`src/rtl/core/cdg_pkg.sv`:
```
package cdg_pkg;

  localparam int PIXEL_PORT_BITS = 16;
  localparam int DIM_BITS        = 11;
  localparam int COORD_BITS      = 10;
  localparam int GRAD_BITS       = 17;
  localparam int MAG_BITS        = 17;
  localparam int SUM_BITS        = 48;
  localparam int SQ_BITS         = 34;
  localparam int REM_BITS        = 20;
  localparam int SQRT_STEPS      = 17;
  localparam int CFG_IDX_BITS    = 2;
  localparam int DIM_LIMIT       = 1024;

  localparam logic [CFG_IDX_BITS-1:0] CFG_FRAME_WIDTH  = 2'd0;
  localparam logic [CFG_IDX_BITS-1:0] CFG_FRAME_HEIGHT = 2'd1;
  localparam logic [CFG_IDX_BITS-1:0] CFG_NORM_MODE    = 2'd2;

  typedef struct packed {
    logic capture;
    logic rd_second;
    logic latch_a;
    logic calc;
    logic square;
    logic load;
    logic root_step;
    logic emit;
  } cdg_cmd_t;

  typedef struct packed {
    logic emit_now;
    logic norm;
    logic out_free;
  } cdg_status_t;

endpackage

```
`src/rtl/core/cdg_ctrl.sv`:
```
module cdg_ctrl (
  input  logic                 clk,
  input  logic                 rst,
  input  logic                 item_valid,
  output logic                 item_stall,
  input  cdg_pkg::cdg_status_t status,
  output cdg_pkg::cdg_cmd_t    cmd
);
  import cdg_pkg::*;

  typedef enum logic [2:0] {
    IDLE, READ_A, READ_B, CALC, SQUARE, LOAD, ROOT, EMIT
  } state_t;

  localparam int CNT_BITS = $clog2(SQRT_STEPS);

  state_t              state;
  logic [CNT_BITS-1:0] cnt;

  assign item_stall = (state != IDLE);

  always_ff @(posedge clk) begin
    if (rst) begin
      state <= IDLE;
      cnt   <= '0;
    end else begin
      case (state)
        IDLE: begin
          if (item_valid) begin
            state <= READ_A;
          end
        end
        READ_A: state <= READ_B;
        READ_B: state <= CALC;
        CALC: begin
          if (!status.emit_now) begin
            state <= IDLE;
          end else if (status.norm) begin
            state <= SQUARE;
          end else begin
            state <= EMIT;
          end
        end
        SQUARE: state <= LOAD;
        LOAD: begin
          cnt   <= '0;
          state <= ROOT;
        end
        ROOT: begin
          cnt <= cnt + 1'b1;
          if (cnt == CNT_BITS'(SQRT_STEPS - 1)) begin
            state <= EMIT;
          end
        end
        EMIT: begin
          if (status.out_free) begin
            state <= IDLE;
          end
        end
        default: state <= IDLE;
      endcase
    end
  end

  always_comb begin
    cmd           = '0;
    cmd.capture   = (state == IDLE) && item_valid;
    cmd.rd_second = (state == READ_B);
    cmd.latch_a   = (state == READ_B);
    cmd.calc      = (state == CALC);
    cmd.square    = (state == SQUARE);
    cmd.load      = (state == LOAD);
    cmd.root_step = (state == ROOT);
    cmd.emit      = (state == EMIT) && status.out_free;
  end

endmodule

```
`config.mk`:
```
export PLATFORM = sky130hd
export DESIGN_NAME = cdg_ctrl
export DESIGN_NICKNAME = d
export VERILOG_FILES = /design/src/rtl/core/cdg_pkg.sv /design/src/rtl/core/cdg_ctrl.sv
export SDC_FILE = /design/constraint.sdc
export NUM_CORES = 1
export LEC_CHECK = 0
export CORE_UTILIZATION = 40
export CTS_BUF_LIST = sky130_fd_sc_hd__clkbuf_8
export DETAILED_ROUTE_END_ITERATION = 8
export DONT_BUFFER_PORTS = 1
export PLACE_DENSITY = 0.62
export SLEW_MARGIN = 25
export SYNTH_ARGS = -nofsm -noshare
export SYNTH_HDL_FRONTEND = slang
export SYNTH_SLANG_ARGS = --single-unit
```
`constraint.sdc`:
```
create_clock -name clk -period 2.6 [get_ports clk]
set_input_delay 0.13 -clock clk [delete_from_list [all_inputs] [get_ports clk]]
set_output_delay 0.13 -clock clk [all_outputs]
set_load 0.01 [all_outputs]
```
==> qor.csv <==
metric,value,unit
CP required,2.47,ns
maximum vdd ir drop,0.000277,V
CP endpoint kind,output port,
worst-margin pin slew,0.489,ns
initial antenna violation count,0,
Multi-input gate area,330,sq um
total power per unit cell area,544,nW/um^2
area post-placement,543,sq um
clock latency on the worst-skew pair,0.23,ns
final worst slack,1.01,ns
RSZ-0062 raised after global routing,false,
CTS tree,built,
"Critical Path, Cell by Cell",or3_2 > nor2_1,
relative slew slack,0.673,
cell area after layout,594,sq um
grt ovf,0,
CP Depth,2,
Max clock buf depth,2,
Core Region,1300,sq um
# hold bufs at CTS,1,
Reg2Reg Capture Point,cnt[2]$_SDFFE_PP0P_,
status,"finished, final reports clean",
max cap viols,0,
CP max stage cell,or3_2,
routed vias,450,
"FFs w/ async S/R, synth",0,
Worst Setup EP,cmd[7],
maximum clock frequency,0.627,GHz
FF-to-FF path depth,3,
register bit count reported by yosys,8,
gate count after technology mapping,69,
die width,39.5,microns
"Seq/Total Area, Yosys",0.285,
row count,13,
max incr delay on CP,0.58,ns
starting density of the core,0.432,
hold violation count in the final report,0,
DP HPWL,727,microns
CTS Buf Count,3,
Total Wirelength,1010,microns
Post-CTS Setup Bufs,0,
Final period util,0.613,
die area,1560,sq um
Synth Flop Type,dfxtp_1,
layout cells sized above 1,0.176,
arrival time worst endpoint,1.46,ns
clk slew on worst S/H paths,0.04,ns
"Core Util, Final",0.457,
first-pass GRT wire length,1470,microns
root buf cell,clkbuf_8,
area occupied by registers,160,sq um
largest net degree at the start of global routing,14,
Worst path top cell family by delay,simple AND/OR/NAND/NOR gates,
warnings from Yosys,0,
Die H,39.5,microns
Sink Count,8,
Startpoint Class,flip-flop,
Critical R2R Launch,state[0]$_SDFFE_PP0P_,
total track usage,0.156,
Max Slew Vio Count,0,
NumNets Final,78,
Routability Congestion,0.632,
Mean Syn Cell Area,8.14,sq um
PostCTS Resize Cnt,0,
vias in the first global route,336,
total iterations of the first detailed-routing run,4,
DRT antenna net count,0,
number of diodes,0,
syn nets,77,
Routed WL per cell,12.1,microns
Fin Setup TNS,0,ns
Leak,0.305,nW
post-DR vias/cell,5.42,
Layout area overhead,5.79,%
IO Count,15,
CTS HTree Levels,1,
CP Buf/Inv Count,0,
CP max FO,10,
Hold Path Class,input pin to flip-flop,
# DRC,0,
Crit. Startpoint,state[2]$_SDFFE_PP0P_,
Clock Skew,0.000905,ns
Final min period,1.59,ns
# setup viols final,0,
FILL cells,139,
Post-synth EDFFs,0,
synth unique cells,29,
DR iter-0 viols,5,
Register-to-Register Setup Slack,1.12,ns
post-synthesis cell area,562,sq um
CP Class,flip-flop to output port,
Port Buffers,0,
Post-Place Worst Slack,1.13,ns
==> state kept, by name (all words and copies together), names as in the netlist <==
signal,cells
state,3
cnt,5
==> synth_stat cells (all sizes together) (2+ instances only) <==
library cell  number  share of area
dfxtp              8           0.29
a21oi              6          0.053
or2                2          0.022
nor4               2          0.022
inv                9          0.060
o211ai             2          0.027
o21ai              2          0.018
nand2b             2          0.022
buf                4          0.060
nand3b             2          0.071
nor2               5          0.033
or3                3          0.036
nand3              2          0.018
nand2              7          0.047
ha                 2          0.045
==> worst reg2reg max path, delay by kind of cell, from the launching register on <==
kind / cells / cell delay, ns
DFF: 1 / 0.58
AOI/OAI and AO/OA: 1 / 0.23
and+or+nand+nor: 1 / 0.24
muxes: 1 / 0.34
==> logic make-up after synthesis <==
kind of cell | after synthesis | share of synthesized area
simple gates | 30 | 0.365
fa+ha+maj | 2 | 0.0445
flops | 8 | 0.285
compound gates | 14 | 0.158
mux | 1 | 0.0200
buf+inv | 14 | 0.127
==> where the power goes <==
part | internal [mW] | switching, mW
sequential | 0.127 | 0.0124
clock | 0.100 | 0.0501
combinational | 0.0167 | 0.0170
total | 0.244 | 0.0795
==> cell type report <==
class / count / area share
tap: 15 / 0.0316
timing repair buffer: 1 / 0.0168
inverter: 9 / 0.0568
clock buffer: 3 / 0.0695
sequential: 8 / 0.269
multi-input combinational: 47 / 0.556
==> cell usage in the layout (no fill, tap or decap), types with 2 or more instances in the layout <==
cell,instances
a21oi_1,6
clkbuf_8,3
dfxtp_1,8
ha_1,2
inv_1,8
nand2_1,7
nand2b_1,2
nand3_1,2
nand3b_4,2
nor2_1,5
nor4_1,2
o211ai_1,2
o21ai_0,2
or2_2,2
or3_1,2
==> per-stage QoR <==
stage	total power [mW]	hold slack (ns)	std cells
after floorplan	0.177	0.311	69
after global placement	0.173	0.201	79
after detailed placement	0.173	0.202	79
after CTS	0.329	0.0669	83
after global routing	0.339	0.0740	83
final	0.323	0.0714	83
==> worst min path at each step <==
| stage | slack (ns) | startpoint | to | cells past startpoint |
|---|---|---|---|---|
| finish | 0.07 | rst | state[2]$_SDFFE_PP0P_ | 2 |
| global route | 0.07 | rst | state[2]$_SDFFE_PP0P_ | 2 |
| CTS | 0.07 | rst | state[2]$_SDFFE_PP0P_ | 2 |
| detailed placement | 0.20 | rst | cnt[4]$_SDFFE_PP0P_ | 1 |
| global placement | 0.20 | rst | cnt[0]$_SDFFE_PP0P_ | 1 |
| floorplan | 0.31 | status[2] | state[2]$_SDFFE_PP0P_ | 2 |
==> per-layer routing <==
layer	track usage	share of wire	vias up
met4	0.155	0.025	0
met3	0.0511	0.041	4
li1	-	-	240
met5	0	0	-
met2	0.209	0.42	11
met1	0.186	0.51	195
Power figures use the tool's default switching activity.
